File: src/hw/rtl/apmq_pkg.sv
`timescale 1ns / 1ps
// Shared types, codes and widths for the alarm priority message queue.
// No dependencies; imported by every other file of the block except apmq_ram.
package apmq_pkg;

    // Fixed field widths of the item channels
    localparam int DATA_W   = 32;
    localparam int CMD_W    = 2;
    localparam int STATUS_W = 2;
    localparam int ENTRY_W  = 5;

    // Defaults for the top-level parameters
    localparam int DEF_QUEUE_DEPTH = 16;
    localparam int DEF_MSG_WIDTH   = 32;

    // Command codes
    localparam logic [CMD_W-1:0] CMD_NORMAL = 2'd0;
    localparam logic [CMD_W-1:0] CMD_ALARM  = 2'd1;
    localparam logic [CMD_W-1:0] CMD_RECV   = 2'd2;

    // Status codes
    localparam logic [STATUS_W-1:0] ST_OK         = 2'd0;
    localparam logic [STATUS_W-1:0] ST_ALARM_BUSY = 2'd1;
    localparam logic [STATUS_W-1:0] ST_FULL       = 2'd2;
    localparam logic [STATUS_W-1:0] ST_EMPTY      = 2'd3;

    // Controller to datapath commands
    typedef struct packed {
        logic exec;   // take the item on the request channel and update state
        logic load;   // move the pending result into the response register
    } ctrl_cmd_t;

endpackage

File: src/hw/rtl/apmq_req_if.sv
`timescale 1ns / 1ps
// Request channel: command and payload word with valid/ready handshake.
// Depends on apmq_pkg.
interface apmq_req_if
    import apmq_pkg::*;
();
    logic              valid;
    logic              ready;
    logic [CMD_W-1:0]  cmd;
    logic [DATA_W-1:0] msg_data;

    modport source (output valid, output cmd, output msg_data, input ready);
    modport sink   (input valid, input cmd, input msg_data, output ready);
endinterface

File: src/hw/rtl/apmq_rsp_if.sv
`timescale 1ns / 1ps
// Response channel: one result item per request, valid/ready handshake.
// Depends on apmq_pkg.
interface apmq_rsp_if
    import apmq_pkg::*;
();
    logic                valid;
    logic                ready;
    logic [STATUS_W-1:0] status;
    logic [DATA_W-1:0]   out_msg;
    logic                out_is_alarm;
    logic [ENTRY_W-1:0]  entry_count;
    logic                alarm_pending;

    modport source (output valid, output status, output out_msg, output out_is_alarm,
                    output entry_count, output alarm_pending, input ready);
    modport sink   (input valid, input status, input out_msg, input out_is_alarm,
                    input entry_count, input alarm_pending, output ready);
endinterface

File: src/hw/rtl/apmq_ram.sv
`timescale 1ns / 1ps
// Generic single-write, single-read RAM with registered read data.
// No dependencies.
module apmq_ram #(
    parameter int  WIDTH  = 32,
    parameter int  DEPTH  = 16,
    localparam int ADDR_W = (DEPTH > 1) ? $clog2(DEPTH) : 1
) (
    input  logic              clk,
    input  logic              we,
    input  logic [ADDR_W-1:0] waddr,
    input  logic [WIDTH-1:0]  wdata,
    input  logic              re,
    input  logic [ADDR_W-1:0] raddr,
    output logic [WIDTH-1:0]  rdata
);

    logic [WIDTH-1:0] mem [DEPTH];
    logic [WIDTH-1:0] rdata_reg;

    always_ff @(posedge clk)
    begin
        if (we)
        begin
            mem[waddr] <= wdata;
        end
        if (re)
        begin
            rdata_reg <= mem[raddr];
        end
    end

    assign rdata = rdata_reg;

endmodule

File: src/hw/rtl/apmq_ctrl.sv
`timescale 1ns / 1ps
// Controller: sequences accept, store read and result load; owns the handshakes.
// Depends on apmq_pkg.
module apmq_ctrl
    import apmq_pkg::*;
(
    input  logic      clk,
    input  logic      rst_n,
    input  logic      req_valid,
    output logic      req_ready,
    output logic      rsp_valid,
    input  logic      rsp_ready,
    output ctrl_cmd_t cmd
);

    typedef enum logic {S_IDLE, S_FETCH} state_t;

    state_t state_reg, state_next;
    logic   rsp_valid_reg, rsp_valid_next;

    assign req_ready = (state_reg == S_IDLE);
    assign rsp_valid = rsp_valid_reg;

    // Result register is free when empty or being taken this cycle
    assign cmd.exec = req_valid && (state_reg == S_IDLE);
    assign cmd.load = (state_reg == S_FETCH) && (!rsp_valid_reg || rsp_ready);

    always_comb
    begin
        state_next     = state_reg;
        rsp_valid_next = rsp_valid_reg;
        if (rsp_valid_reg && rsp_ready)
        begin
            rsp_valid_next = 1'b0;
        end
        case (state_reg)
            S_IDLE:
            begin
                if (req_valid)
                begin
                    state_next = S_FETCH;
                end
            end
            S_FETCH:
            begin
                if (cmd.load)
                begin
                    rsp_valid_next = 1'b1;
                    state_next     = S_IDLE;
                end
            end
            default:
            begin
                state_next = S_IDLE;
            end
        endcase
    end

    always_ff @(posedge clk or negedge rst_n)
    begin
        if (!rst_n)
        begin
            state_reg     <= S_IDLE;
            rsp_valid_reg <= 1'b0;
        end
        else
        begin
            state_reg     <= state_next;
            rsp_valid_reg <= rsp_valid_next;
        end
    end

endmodule

File: src/hw/rtl/apmq_dp.sv
`timescale 1ns / 1ps
// Datapath: store pointers, count, alarm slot, pending result and response register.
// Depends on apmq_pkg and apmq_ram.
module apmq_dp
    import apmq_pkg::*;
#(
    parameter int QUEUE_DEPTH = DEF_QUEUE_DEPTH,
    parameter int MSG_WIDTH   = DEF_MSG_WIDTH
) (
    input  logic                clk,
    input  logic                rst_n,
    input  ctrl_cmd_t           cmd,
    input  logic [CMD_W-1:0]    req_cmd,
    input  logic [DATA_W-1:0]   req_data,
    output logic [STATUS_W-1:0] status,
    output logic [DATA_W-1:0]   out_msg,
    output logic                out_is_alarm,
    output logic [ENTRY_W-1:0]  entry_count,
    output logic                alarm_pending
);

    // Payloads never carry more than the channel word
    localparam int SW = (MSG_WIDTH > DATA_W) ? DATA_W : MSG_WIDTH;
    localparam int PW = (QUEUE_DEPTH > 1) ? $clog2(QUEUE_DEPTH) : 1;
    localparam int CW = $clog2(QUEUE_DEPTH + 1);
    localparam int EW = (CW + 1 > ENTRY_W) ? CW + 1 : ENTRY_W;

    typedef enum logic [1:0] {SRC_NONE, SRC_ALARM, SRC_STORE} msg_src_t;

    // Control state
    logic [PW-1:0] rd_ptr_reg, rd_ptr_next;
    logic [PW-1:0] wr_ptr_reg, wr_ptr_next;
    logic [CW-1:0] ncount_reg, ncount_next;
    logic          alarm_valid_reg, alarm_valid_next;

    // Payload state
    logic [SW-1:0]       alarm_data_reg, alarm_data_next;
    logic [STATUS_W-1:0] pend_status_reg, pend_status_next;
    msg_src_t            pend_src_reg, pend_src_next;
    logic [SW-1:0]       pend_msg_reg, pend_msg_next;
    logic [ENTRY_W-1:0]  pend_count_reg, pend_count_next;
    logic                pend_alarm_reg, pend_alarm_next;

    logic [STATUS_W-1:0] rsp_status_reg;
    logic [DATA_W-1:0]   rsp_msg_reg;
    logic                rsp_is_alarm_reg;
    logic [ENTRY_W-1:0]  rsp_count_reg;
    logic                rsp_alarm_reg;

    logic          ram_we;
    logic          ram_re;
    logic [SW-1:0] ram_rdata;
    logic [SW-1:0] data_in;
    logic          store_full;
    logic [EW-1:0] entry_sum;

    assign data_in    = req_data[SW-1:0];
    assign store_full = (ncount_reg == CW'(QUEUE_DEPTH));

    always_comb
    begin
        rd_ptr_next      = rd_ptr_reg;
        wr_ptr_next      = wr_ptr_reg;
        ncount_next      = ncount_reg;
        alarm_valid_next = alarm_valid_reg;
        alarm_data_next  = alarm_data_reg;
        pend_status_next = ST_OK;
        pend_src_next    = SRC_NONE;
        pend_msg_next    = '0;
        ram_we           = 1'b0;
        ram_re           = 1'b0;
        if (cmd.exec)
        begin
            case (req_cmd)
                CMD_NORMAL:
                begin
                    if (store_full)
                    begin
                        pend_status_next = ST_FULL;
                    end
                    else
                    begin
                        ram_we      = 1'b1;
                        wr_ptr_next = (wr_ptr_reg == PW'(QUEUE_DEPTH - 1)) ? '0
                                      : wr_ptr_reg + 1'b1;
                        ncount_next = ncount_reg + 1'b1;
                    end
                end
                CMD_ALARM:
                begin
                    if (alarm_valid_reg)
                    begin
                        pend_status_next = ST_ALARM_BUSY;
                    end
                    else
                    begin
                        alarm_valid_next = 1'b1;
                        alarm_data_next  = data_in;
                    end
                end
                CMD_RECV:
                begin
                    // Alarm slot drains before the store
                    if (alarm_valid_reg)
                    begin
                        pend_src_next    = SRC_ALARM;
                        pend_msg_next    = alarm_data_reg;
                        alarm_valid_next = 1'b0;
                    end
                    else if (ncount_reg != '0)
                    begin
                        pend_src_next = SRC_STORE;
                        ram_re        = 1'b1;
                        rd_ptr_next   = (rd_ptr_reg == PW'(QUEUE_DEPTH - 1)) ? '0
                                        : rd_ptr_reg + 1'b1;
                        ncount_next   = ncount_reg - 1'b1;
                    end
                    else
                    begin
                        pend_status_next = ST_EMPTY;
                    end
                end
                default:
                begin
                    pend_status_next = ST_OK;
                end
            endcase
        end
    end

    assign entry_sum       = EW'(ncount_next) + EW'(alarm_valid_next);
    assign pend_count_next = entry_sum[ENTRY_W-1:0];
    assign pend_alarm_next = alarm_valid_next;

    apmq_ram #(
        .WIDTH (SW),
        .DEPTH (QUEUE_DEPTH)
    ) u_store (
        .clk   (clk),
        .we    (ram_we),
        .waddr (wr_ptr_reg),
        .wdata (data_in),
        .re    (ram_re),
        .raddr (rd_ptr_reg),
        .rdata (ram_rdata)
    );

    always_ff @(posedge clk or negedge rst_n)
    begin
        if (!rst_n)
        begin
            rd_ptr_reg      <= '0;
            wr_ptr_reg      <= '0;
            ncount_reg      <= '0;
            alarm_valid_reg <= 1'b0;
        end
        else
        begin
            rd_ptr_reg      <= rd_ptr_next;
            wr_ptr_reg      <= wr_ptr_next;
            ncount_reg      <= ncount_next;
            alarm_valid_reg <= alarm_valid_next;
        end
    end

    always_ff @(posedge clk)
    begin
        alarm_data_reg <= alarm_data_next;
        if (cmd.exec)
        begin
            pend_status_reg <= pend_status_next;
            pend_src_reg    <= pend_src_next;
            pend_msg_reg    <= pend_msg_next;
            pend_count_reg  <= pend_count_next;
            pend_alarm_reg  <= pend_alarm_next;
        end
        if (cmd.load)
        begin
            rsp_status_reg   <= pend_status_reg;
            rsp_msg_reg      <= (pend_src_reg == SRC_STORE) ? DATA_W'(ram_rdata)
                                : DATA_W'(pend_msg_reg);
            rsp_is_alarm_reg <= (pend_src_reg == SRC_ALARM);
            rsp_count_reg    <= pend_count_reg;
            rsp_alarm_reg    <= pend_alarm_reg;
        end
    end

    assign status        = rsp_status_reg;
    assign out_msg       = rsp_msg_reg;
    assign out_is_alarm  = rsp_is_alarm_reg;
    assign entry_count   = rsp_count_reg;
    assign alarm_pending = rsp_alarm_reg;

endmodule

File: src/hw/rtl/alarm_priority_message_queue_unit.sv
`timescale 1ns / 1ps
// Top level of the alarm priority message queue: controller plus datapath.
// Depends on apmq_pkg, apmq_req_if, apmq_rsp_if, apmq_ctrl, apmq_dp, apmq_ram.
//
//   channel  dir  handshake    payload
//   req      in   valid/ready  cmd[1:0], msg_data[31:0]
//   rsp      out  valid/ready  status[1:0], out_msg[31:0], out_is_alarm,
//                              entry_count[4:0], alarm_pending
//
// In S_IDLE the controller accepts an item: pointers, count and the alarm slot are
// updated and the store read is issued; S_FETCH then loads the RAM read data into the
// response register once it is free, and req.ready is high again back in S_IDLE.
// Reset clears pointers, count, alarm flag and controller; store contents are not reset.
// While rsp is stalled the result holds, one more item can be accepted, and it
// then waits in the controller until the response register frees up.
module alarm_priority_message_queue_unit
    import apmq_pkg::*;
#(
    parameter int QUEUE_DEPTH = DEF_QUEUE_DEPTH,
    parameter int MSG_WIDTH   = DEF_MSG_WIDTH
) (
    input  logic       clk,
    input  logic       rst_n,
    apmq_req_if.sink   req,
    apmq_rsp_if.source rsp
);

    ctrl_cmd_t ctrl_cmd;

    apmq_ctrl u_ctrl (
        .clk       (clk),
        .rst_n     (rst_n),
        .req_valid (req.valid),
        .req_ready (req.ready),
        .rsp_valid (rsp.valid),
        .rsp_ready (rsp.ready),
        .cmd       (ctrl_cmd)
    );

    apmq_dp #(
        .QUEUE_DEPTH (QUEUE_DEPTH),
        .MSG_WIDTH   (MSG_WIDTH)
    ) u_dp (
        .clk           (clk),
        .rst_n         (rst_n),
        .cmd           (ctrl_cmd),
        .req_cmd       (req.cmd),
        .req_data      (req.msg_data),
        .status        (rsp.status),
        .out_msg       (rsp.out_msg),
        .out_is_alarm  (rsp.out_is_alarm),
        .entry_count   (rsp.entry_count),
        .alarm_pending (rsp.alarm_pending)
    );

endmodule

File: src/flat_wrapper.sv
// flat-port wrapper written by rule: the top's interface ports become plain ports
module alarm_priority_message_queue_unit_flat import apmq_pkg::*;
#(
    parameter int QUEUE_DEPTH = DEF_QUEUE_DEPTH,
    parameter int MSG_WIDTH   = DEF_MSG_WIDTH
)
  (clk, rst_n, req_valid, req_cmd, req_msg_data, req_ready, rsp_valid, rsp_status, rsp_out_msg, rsp_out_is_alarm, rsp_entry_count, rsp_alarm_pending, rsp_ready);
  apmq_req_if req_i ();
  apmq_rsp_if rsp_i ();
  input  logic clk;
  input  logic rst_n;
  input wire logic [$bits(req_i.valid)-1:0] req_valid;
  input wire logic [$bits(req_i.cmd)-1:0] req_cmd;
  input wire logic [$bits(req_i.msg_data)-1:0] req_msg_data;
  output wire logic [$bits(req_i.ready)-1:0] req_ready;
  output wire logic [$bits(rsp_i.valid)-1:0] rsp_valid;
  output wire logic [$bits(rsp_i.status)-1:0] rsp_status;
  output wire logic [$bits(rsp_i.out_msg)-1:0] rsp_out_msg;
  output wire logic [$bits(rsp_i.out_is_alarm)-1:0] rsp_out_is_alarm;
  output wire logic [$bits(rsp_i.entry_count)-1:0] rsp_entry_count;
  output wire logic [$bits(rsp_i.alarm_pending)-1:0] rsp_alarm_pending;
  input wire logic [$bits(rsp_i.ready)-1:0] rsp_ready;
  assign req_i.valid = req_valid;
  assign req_i.cmd = req_cmd;
  assign req_i.msg_data = req_msg_data;
  assign req_ready = req_i.ready;
  assign rsp_valid = rsp_i.valid;
  assign rsp_status = rsp_i.status;
  assign rsp_out_msg = rsp_i.out_msg;
  assign rsp_out_is_alarm = rsp_i.out_is_alarm;
  assign rsp_entry_count = rsp_i.entry_count;
  assign rsp_alarm_pending = rsp_i.alarm_pending;
  assign rsp_i.ready = rsp_ready;
  alarm_priority_message_queue_unit #(.QUEUE_DEPTH(QUEUE_DEPTH), .MSG_WIDTH(MSG_WIDTH)) u_core (.clk(clk), .rst_n(rst_n), .req(req_i), .rsp(rsp_i));
endmodule
File: config.mk
export PLATFORM = sky130hd
export DESIGN_NAME = alarm_priority_message_queue_unit_flat
export DESIGN_NICKNAME = d
export VERILOG_FILES = /design/src/hw/rtl/apmq_pkg.sv /design/src/hw/rtl/apmq_req_if.sv /design/src/hw/rtl/apmq_rsp_if.sv /design/src/hw/rtl/apmq_ram.sv /design/src/hw/rtl/apmq_ctrl.sv /design/src/hw/rtl/apmq_dp.sv /design/src/hw/rtl/alarm_priority_message_queue_unit.sv /design/src/flat_wrapper.sv
export SDC_FILE = /design/constraint.sdc
export NUM_CORES = 1
export LEC_CHECK = 0
export BUFFER_PORTS_ARGS = -buffer_cell sky130_fd_sc_hd__buf_2
export CORE_UTILIZATION = 30
export DETAILED_ROUTE_END_ITERATION = 8
export PLACE_DENSITY = 0.47
export SLEW_MARGIN = 20
export SYNTH_ARGS = -nofsm -noshare
export SYNTH_HDL_FRONTEND = slang
export SYNTH_SLANG_ARGS = --single-unit
export TNS_END_PERCENT = 10
File: constraint.sdc
create_clock -name clk -period 4 [get_ports clk]
set_input_delay 0.2 -clock clk [delete_from_list [all_inputs] [get_ports clk]]
set_output_delay 0.2 -clock clk [all_outputs]
set_load 0.05 [all_outputs]
==> impl_metrics.ini, run 1 <==
[run_status]
outcome = finished clean

[die]
core_area_um2 = 85000
rows = 107
die_y_um = 295
die_area_um2 = 86900
fp.dieW_um = 295
io-pin-count = 81
initial_core_util_pct = 30.3

[grt]
grt_pass1_wl_mm = 88.8
grt_overflow = 0
grt_usage_pct = 14.3
grt_max_degree = 59
antenna_found_initial = 2
grt_pass1_vias = 12700

[hold_path]
hp-start = req_msg_data[10]
hold_end = u_core.u_dp.u_store.mem[14][10]$_DFFE_PP_
hold_depth = 1
hp-class = primary input to flop

[pwr]
power.share.clock_pct = 33.3
switchingPower_mw = 5.38
vdd_ir_drop_max_uv = 364
seqPwrFrac_pct = 45.1
combPwrFrac_pct = 21.6
leakagePower_nw = 9.72
powerDensity_nw_per_um2 = 635
p_int_mw = 13.7
switching_share_pct = 28.1

[clock_network]
clock_path_buffers = 3
clkTransAtPathRegs_ns = 0.06
clock_latency_ns = 0.61
cts-resized-gates = 0
cts_made_buffers = 73
cts_tree = done
clock-sinks = 675
h-tree-depth = 3
cts_root_buf = clkbuf_16

[layout]
drive_gt1_share_pct = 30.1
largest_register_ffs = 512
finalInstanceArea_um2 = 30100
areaGrowthSynthToFinish_pct = 17.1
diodes = 0
nets = 1395
instances_no_fill = 2541
layout_common_cells = edfxtp_1 (659), mux4_2 (128), buf_2 (80), clkbuf_16 (76), buf_4 (46)
largest_register = u_core.u_dp.u_store.mem
final_common_cell = edfxtp_1

[run]
drv_cap = 0

[synthesis]
syn_area_per_cell_um2 = 21.6
synth_cell_types = 47
synth_edf_count = 659
yosys_warnings = 0
netlist_area_um2 = 25700
syn-num-nets = 1242
ys_seq_area_share_pct = 78.5
syn_inst = 1191
synth-async-reset-ratio_pct = 2.37
synth-seq-cells = 675
ys.flop_type = edfxtp_1

[timing]
timing.fmax_ghz = 0.325
min_period_over_period_pct = 77.0
relSlewSlack_pct = 31.7
max_slew.worst_pin.slew_ns = 1.02
skew_ns = 0.0340
slew_violations = 0
hold_viol = 0
rsz0062_at_grt = no
setup_viol = 0
setup_tns_ns = 0
min_period_ns = 3.08

[route]
firstDrtPassIters = 5
first_iter_violations = 900
vias = 12000
drc = 0
wl_mm = 60.9
vias_per_cell = 4.71
final_antenna_net_count = 0
wl_per_cell_um = 24.0

[setup_path]
cp-end-kind = flop
rr_endpoint = u_core.u_dp.u_store.mem[4][11]$_DFFE_PP_
critical-path-max-stage-delay_ns = 0.68
path_cells = inv_1, ha_1, nor3b_1, a21oi_1, nand2_1, nor2_1, and2_2, buf_4
worstPathArrival_ns = 3.38
critPathTopFamily = simple AND/OR/NAND/NOR gates
worstSetupPathType = flop to flop
crit_buf_inv = 2
rrSetupSlack_ns = 0.92
crit_path_top_delay_cell = and2_2
worstPathRequired_ns = 4.30
ff2ff_path_depth = 8
crit_path_start = u_core.u_dp.ncount_reg[0]$_DFF_PN0_
startpoint_type = flop
cp_max_fo = 21
r2r-start = u_core.u_dp.ncount_reg[0]$_DFF_PN0_

[place]
port_buffers = 80
placed_cells = 2399
gp_congestion = 0.764
post-dp-hpwl_mm = 36.9
place_area_um2 = 27700
worst max-delay path by stage:
stage	end	cells past startpoint
2_1_floorplan	u_core.u_dp.alarm_data_reg[0]$_DFFE_PP_	3
3_3_place_gp	u_core.u_dp.u_store.mem[4][12]$_DFFE_PP_	9
3_5_place_dp	u_core.u_dp.u_store.mem[4][14]$_DFFE_PP_	9
4_1_cts	u_core.u_dp.u_store.mem[4][11]$_DFFE_PP_	8
5_1_grt	u_core.u_dp.u_store.mem[4][11]$_DFFE_PP_	8
6_report	u_core.u_dp.u_store.mem[4][11]$_DFFE_PP_	8
power groups by stage:
stage | sequential [mW] | combinational [mW] | clock (mW)
after global placement | 8.78 | 4.22 | 0
after detailed placement | 8.78 | 4.21 | 0
final | 8.63 | 4.14 | 6.37
after global routing | 8.67 | 4.50 | 6.79
after floorplan | 8.62 | 2.93 | 0
after CTS | 8.64 | 4.24 | 6.55
routing by layer:
metal / vias up / global-route usage [%] / routed length [um] / share of wire (%)
li1: 5230 / - / - / -
met1: 6355 / 20.6 / 28900 / 47
met2: 305 / 21.7 / 27800 / 46
met3: 66 / 2.99 / 3280 / 5.4
met4: 0 / 3.85 / 937 / 1.5
met5: - / 0 / 0 / 0
synth_stat cells, drive strengths merged (6+ instances only):
| library cell | n | area share, % |
|---|---|---|
| nor2 | 9 | 0.13 |
| clkbuf | 42 | 0.61 |
| and3 | 37 | 0.90 |
| and2 | 14 | 0.34 |
| a211oi | 33 | 0.96 |
| nand3 | 6 | 0.12 |
| nor2b | 35 | 0.85 |
| mux2 | 35 | 1.5 |
| buf | 23 | 0.45 |
| ha | 13 | 0.63 |
| mux4 | 128 | 11 |
| inv | 11 | 0.16 |
| nand2 | 10 | 0.15 |
| a21oi | 37 | 0.73 |
| o21ai | 10 | 0.19 |
| mux2i | 34 | 1.3 |
| dfrtp | 16 | 1.6 |
| edfxtp | 659 | 77 |
cell families after synthesis:
family                   share of synthesized area [%]
AND/OR/NAND/NOR                                   3.13
adder cells (fa/ha/maj)                          0.632
multiplexers                                      14.1
XOR/XNOR                                         0.170
AO/OA/AOI/OAI                                     2.31
flip-flops                                        78.5
buffers and inverters                             1.23
metrics by stage:
step	setup slack [ns]	utilization (%)	total power, mW	hold slack (ns)
after floorplan	0.364	-	11.5	-0.0956
after global placement	0.939	32.6	13.0	0.172
after detailed placement	0.939	32.6	13.0	0.174
after CTS	0.938	35.4	19.4	0.00586
after global routing	0.760	35.4	20.0	0.0170
final	0.919	35.4	19.1	0.0316
final cells by class:
cell class                 count  area [um2]
multi-input combinational    440        5260
fill                        7884       54900
sequential                   675       20200
inverter                      11        41.3
timing repair buffer         143         946
clock buffer                  97        2030
clock inverter                31         203
tap                         1144        1430
what timing repair did:
| item | 4_1_cts | 5_1_grt |
|---|---|---|
| hold endpoints to repair | 130 | 0 |
| setup buffers | 0 | 0 |
| hold buffers | 14 | 0 |
Power figures use the tool's default switching activity.
==> inputs of run 2 (changes only) <==
--- a/config.mk
+++ b/config.mk
@@ -8,7 +8,7 @@
 export BUFFER_PORTS_ARGS = -buffer_cell sky130_fd_sc_hd__buf_2
 export CORE_UTILIZATION = 30
 export DETAILED_ROUTE_END_ITERATION = 8
-export PLACE_DENSITY = 0.47
+export PLACE_DENSITY = 0.49
 export SLEW_MARGIN = 20
 export SYNTH_ARGS = -nofsm -noshare
 export SYNTH_HDL_FRONTEND = slang
==> constraint.sdc (replaced) <==
create_clock -name clk -period 2.7 [get_ports clk]
set_input_delay 0.135 -clock clk [delete_from_list [all_inputs] [get_ports clk]]
set_output_delay 0.135 -clock clk [all_outputs]
set_load 0.05 [all_outputs]
==> impl_metrics.ini, run 2 (synthesis gave the netlist of run 1 again) <==
[die]
fp.dieW_um = 295
io-pin-count = 81
initial_core_util_pct = 30.3
die_area_um2 = 86900
die_y_um = 295
rows = 107
core_area_um2 = 85000

[timing]
timing.fmax_ghz = 0.399
hold_viol = 0
holdWs_ns = 0.0353
skew_ns = 0.0233
rsz0062_at_grt = no
relSlewSlack_pct = 51.7
slew_violations = 0
setup_viol = 0
max_slew.worst_pin.slew_ns = 0.724
min_period_over_period_pct = 92.9
min_period_ns = 2.51

[clock_network]
clock_latency_ns = 0.62
clock-sinks = 675
cts-resized-gates = 0
cts_root_buf = clkbuf_16
clock_path_buffers = 3
post_cts.repair.setup_buffers = 0
cts_made_buffers = 75
clkTransAtPathRegs_ns = 0.06
h-tree-depth = 3
cts_tree = done

[place]
post-dp-hpwl_mm = 32.2
port_buffers = 80
gp_congestion = 0.732

[layout]
final_common_cell = edfxtp_1
nets = 1430
diodes = 0
largest_register = u_core.u_dp.u_store.mem
layout_common_cells = edfxtp_1 (659), mux4_2 (128), buf_2 (80), clkbuf_16 (75), dlygate4sd3_1 (37)
drive_gt1_share_pct = 30.3
areaGrowthSynthToFinish_pct = 19.5
largest_register_ffs = 512
nFillCells = 7836

[grt]
grt_pass1_wl_mm = 86.0
grt_overflow = 0
antenna_found_initial = 4
grt_pass1_vias = 13000
grt_usage_pct = 13.6
grt_max_degree = 39

[route]
vias = 12000
final_antenna_net_count = 0
first_iter_violations = 844
vias_per_cell = 4.67
firstDrtPassIters = 7
wl_mm = 58.0
wl_per_cell_um = 22.5
drc = 0

[setup_path]
path_cells = inv_1, ha_1, nor4b_4, nor2_1, and4_1, or3_1, ha_1, o211ai_1, xnor2_1
startpoint_type = flop
worstPathRequired_ns = 3.07
cp_common_cell = ha_1
crit_path_top_delay_cell = dfrtp_1
cp_max_fo = 5
worstPathArrival_ns = 2.87
critical-path-max-stage-delay_ns = 0.42
worstSetupPathType = flop to flop
cp-end-kind = flop

[pwr]
leakagePower_nw = 9.96
vdd_ir_drop_max_uv = 438
total_power_mw = 28.2
powerDensity_nw_per_um2 = 917

[run_status]
outcome = finished clean

[hold_path]
hp-class = primary input to flop

[run]
drv_cap = 0
-- run 2: worst paths after layout --
path / endpoint / from / cells after the start / slack, ns
worst max-delay path: u_core.u_dp.pend_count_reg[4]$_DFFE_PP_ / u_core.u_dp.ncount_reg[1]$_DFF_PN0_ / 9 / 0.19
worst min-delay path: u_core.u_dp.pend_status_reg[0]$_DFFE_PP_ / req_cmd[0] / 3 / 0.04
worst max register to register: u_core.u_dp.pend_count_reg[4]$_DFFE_PP_ / u_core.u_dp.ncount_reg[1]$_DFF_PN0_ / 9 / 0.19
worst min register to register: u_core.u_dp.entry_count[3]$_DFFE_PP_ / u_core.u_dp.pend_count_reg[3]$_DFFE_PP_ / 0 / 0.42
max in group asynchronous: u_core.u_dp.rd_ptr_reg[0]$_DFFE_PN0P_ / rst_n / 4 / 0.95
min in group asynchronous: u_core.u_dp.rd_ptr_reg[2]$_DFFE_PN0P_ / rst_n / 3 / 0.54
-- run 2: metal layers --
metal | GRT usage [%] | part of all wire [%] | vias up
met3 | 2.56 | 4.6 | 76
met1 | 18.7 | 46 | 6387
met2 | 21.8 | 48 | 251
met4 | 4.28 | 1.9 | 2
li1 | - | - | 5309
met5 | 0 | 0.029 | -
-- run 2: through the flow --
stage | cell area (um2) | util [%] | setup TNS, ns | std cells | setup WS (ns)
after floorplan | 25700 | - | -3.53 | 1191 | -0.756
after global placement | 28100 | 33.1 | 0 | 2409 | 0.279
after detailed placement | 28100 | 33.1 | 0 | 2409 | 0.212
after CTS | 30700 | 36.2 | 0 | 2576 | 0.202
after global routing | 30700 | 36.2 | 0 | 2576 | 0.0119
final | 30700 | 36.2 | 0 | 2576 | 0.191
-- run 2: area by class of cell --
| type | instances | area [um2] | share of cell area (%) |
|---|---|---|---|
| Inverter | 11 | 41.3 | 0.134 |
| Multi-Input combinational cell | 440 | 5270 | 17.1 |
| Sequential cell | 675 | 20200 | 65.7 |
| Clock inverter | 41 | 319 | 1.04 |
| Tap cell | 1144 | 1430 | 4.66 |
| Clock buffer | 89 | 1930 | 6.28 |
| Timing Repair Buffer | 176 | 1550 | 5.05 |
-- run 2: what timing repair did --
action,CTS,global route
hold buffers,37,0
setup endpoints to repair,0,0
endpoints found under the hold margin,563,0
-- run 2: where the power goes --
group	leakage, nW	internal (mW)	total, mW	switching, mW
Clock	1.11	5.34	9.47	4.13
Combinational	2.67	2.95	6.18	3.24
Sequential	6.18	12.1	12.6	0.415
Total	9.96	20.4	28.2	7.78
-- run 2: worst max-delay path, delay by kind of cell (launching register included) --
family / cells / cell delay [ns]
simple gates: 4 / 1.10
fa+ha+maj: 2 / 0.47
flops: 1 / 0.42
compound gates: 1 / 0.10
buf+inv: 1 / 0.09
xor+xnor: 1 / 0.08
==> inputs of run 3 (changes only) <==
--- a/config.mk
+++ b/config.mk
@@ -5,6 +5,7 @@
 export SDC_FILE = /design/constraint.sdc
 export NUM_CORES = 1
 export LEC_CHECK = 0
+export ABC_AREA = 1
 export BUFFER_PORTS_ARGS = -buffer_cell sky130_fd_sc_hd__buf_2
 export CORE_UTILIZATION = 30
 export DETAILED_ROUTE_END_ITERATION = 8
==> impl_metrics.ini, run 3 <==
[run_status]
outcome = finished clean

[timing]
setup_viol = 0
min_period_over_period_pct = 92.8
timing.fmax_ghz = 0.399
skew_ns = 0.0170
max_slew.worst_pin.slew_ns = 0.645
hold_viol = 0
slew_violations = 0
setup_tns_ns = 0
relSlewSlack_pct = 56.9
min_period_ns = 2.50
rsz0062_at_grt = no

[pwr]
leakagePower_nw = 10.4
total_power_mw = 30.1
powerDensity_nw_per_um2 = 957
combPwrFrac_pct = 27.4
p_int_mw = 20.3
switchingPower_mw = 9.77
vdd_ir_drop_max_uv = 612
switching_share_pct = 32.5
seqPwrFrac_pct = 41.6
power.share.clock_pct = 31.0

[grt]
met1_usage_pct = 20.4
grt_pass1_vias = 15200
grt_max_degree = 89
met2_usage_pct = 22.0
grt_pass1_wl_mm = 96.7
grt_usage_pct = 14.2
grt_overflow = 0
busiest_layer = met2
grt_use_met3_pct = 2.25
antenna_found_initial = 5

[die]
rows = 109
io-pin-count = 81
die_area_um2 = 90300
die_y_um = 301
core_area_um2 = 88400
initial_core_util_pct = 30.3
fp.dieW_um = 301

[synthesis]
synth_compound_area_share_pct = 8.91
syn_area_per_cell_um2 = 14.1
synth_adder_area_share_pct = 0.608
syn-num-nets = 1954
synthSimpleGateAreaFrac_pct = 10.1
yosys_warnings = 0
netlist_area_um2 = 26700
synth_cell_types = 33
ys_seq_area_share_pct = 75.5
syn_inst = 1903
synth_common_cells = edfxtp_1 (659), nor2_1 (403), o21ai_0 (142)
ys.flop_type = edfxtp_1
muxShareOfSynthArea_pct = 1.35
synth-async-reset-ratio_pct = 2.37
synth.top_cell.area_share_pct = 74.0
yosys-top-cells-area = edfxtp_1 (74%), nor2_1 (5.7%), o21ai_0 (2.7%)
synthXorXnorAreaFrac_pct = 0.131
synth.most_common_cell = edfxtp_1
synth_top_family_by_area = simple AND/OR/NAND/NOR gates
yosys.area.top_type = edfxtp_1
synth-seq-cells = 675
synth_edf_count = 659

[route]
vias_per_cell = 4.72
wl_per_cell_um = 19.7
first_iter_violations = 1108
wl_mm = 64.2
vias = 15400
drc = 0
firstDrtPassIters = 8
final_antenna_net_count = 0

[layout]
multi_input_area_um2 = 5780
layout_common_cells = edfxtp_1 (659), nor2_1 (384), o21ai_0 (142), nand2_1 (113), buf_2 (80)
largest_register = u_core.u_dp.u_store.mem
final-seq-area_um2 = 20200
drive_gt1_share_pct = 18.7
areaGrowthSynthToFinish_pct = 17.4
final_common_cell = edfxtp_1
nFillCells = 8464
largest_register_ffs = 512
nets = 2099

[run]
drv_cap = 0

[setup_path]
crit_path_start = u_core.u_dp.ncount_reg[0]$_DFF_PN0_
critical-path-max-stage-delay_ns = 0.38
worstSetupPathType = flop to flop
cp_max_fo = 7
cp-end-kind = flop
startpoint_type = flop
crit_buf_inv = 4
path_cells = inv_1, ha_1, nand3_1, nand2_1, inv_2, nand2_2, inv_2, o31ai_1, inv_1, ha_1, ha_1, nand3_1, nor2_1, nand2_1, nand2_1
worstPathArrival_ns = 2.85
crit_path_top_delay_cell = dfrtp_1
worstPathRequired_ns = 3.04
critPathTopFamily = adder cells
r2r-start = u_core.u_dp.ncount_reg[0]$_DFF_PN0_

[hold_path]
hp-start = req_msg_data[21]
hp-class = primary input to flop

[place]
port_buffers = 80
gp_congestion = 0.811
post-dp-hpwl_mm = 40.3

[clock_network]
clkTransAtPathRegs_ns = 0.06
clock-sinks = 675
clock_path_buffers = 3
cts_made_buffers = 69
h-tree-depth = 3
clock_latency_ns = 0.60
cts_root_buf = clkbuf_16
cts-resized-gates = 0
cts_tree = done
## run 3: cell types whose count changed after synthesis, sizes merged, moves of 33 or more
cell    change
a211oi     -33
a21oi      -35
and3       -37
inv        +59
mux2i      -34
mux4      -128
nand2     +105
nand3      +65
nor2      +446
nor2b      -35
o211ai     +64
o21ai     +205
o32ai      +63
## run 3: metal layers
layer,vias to the layer above,routed length [um]
met5,-,44
met4,6,1250
met3,82,3020
met2,324,29100
met1,7753,30800
li1,7237,-
## run 3: worst paths after layout
| kind | to | slack (ns) | depth (start not counted) |
|---|---|---|---|
| max | u_core.u_dp.pend_count_reg[4]$_DFFE_PP_ | 0.20 | 15 |
| min | u_core.u_dp.u_store.mem[0][21]$_DFFE_PP_ | 0.007 | 1 |
| max reg2reg | u_core.u_dp.pend_count_reg[4]$_DFFE_PP_ | 0.20 | 15 |
| min reg2reg | u_core.u_dp.entry_count[4]$_DFFE_PP_ | 0.42 | 0 |
| max in group asynchronous | u_core.u_dp.rd_ptr_reg[1]$_DFFE_PN0P_ | 2.24 | 2 |
| min in group asynchronous | u_core.u_ctrl.state_reg$_DFF_PN0_ | 0.06 | 2 |
## run 3: metrics by stage
stage	std cells	hold slack (ns)	area (um2)	worst slack (ns)	utilization (%)
final	3261	0.00713	31400	0.196	35.5
after global routing	3260	0.0258	31400	0.00921	35.5
after CTS	3260	0.000174	31400	0.212	35.5
after detailed placement	3109	0.139	28900	0.224	32.7
after global placement	3109	0.132	28900	0.265	32.7
after floorplan	1903	-0.161	26900	-0.0625	-
## run 3: area by class of cell
cell class / instances / share of cell area, %
Antenna cell: 1 / 0.00797
Clock buffer: 89 / 6.01
Clock inverter: 29 / 0.905
Inverter: 72 / 0.893
Multi-Input combinational cell: 1047 / 18.4
Sequential cell: 675 / 64.3
Tap cell: 1165 / 4.64
Timing Repair Buffer: 183 / 4.80
## run 3: power groups by stage
stage / Clock [mW] / Sequential (mW) / Combinational (mW)
finish: 9.30 / 12.5 / 8.23
global route: 9.92 / 12.6 / 9.10
CTS: 9.54 / 12.5 / 8.36
detailed placement: 0 / 12.7 / 8.28
global placement: 0 / 12.7 / 8.24
floorplan: 0 / 12.8 / 5.68
## run 3: kinds of logic (layout without fill, tap and decap cells)
group                      after synthesis  after routing
buffers and inverters                  181            373
AOI/OAI and AO/OA                      347            347
and+or+nand+nor                        651            651
muxes                                   32             32
xor gates and xnor gates                 4              4
adders and majority gates               13             13
other                                    0              1
DFF                                    675            675
## run 3: worst register-to-register path, cell delays in order (launching register included)
cell and delay, ns:
dfrtp_1 0.38, inv_1 0.10, ha_1 0.29, nand3_1 0.17, nand2_1 0.11, inv_2 0.04
nand2_2 0.06, inv_2 0.04, o31ai_1 0.23, inv_1 0.11, ha_1 0.25, ha_1 0.22
nand3_1 0.11, nor2_1 0.05, nand2_1 0.05, nand2_1 0.05
## run 3: timing repair
item | 4_1_cts | 5_1_grt
endpoints found under the hold margin | 453 | 0
setup buffers | 0 | 0
hold buffers | 33 | 0
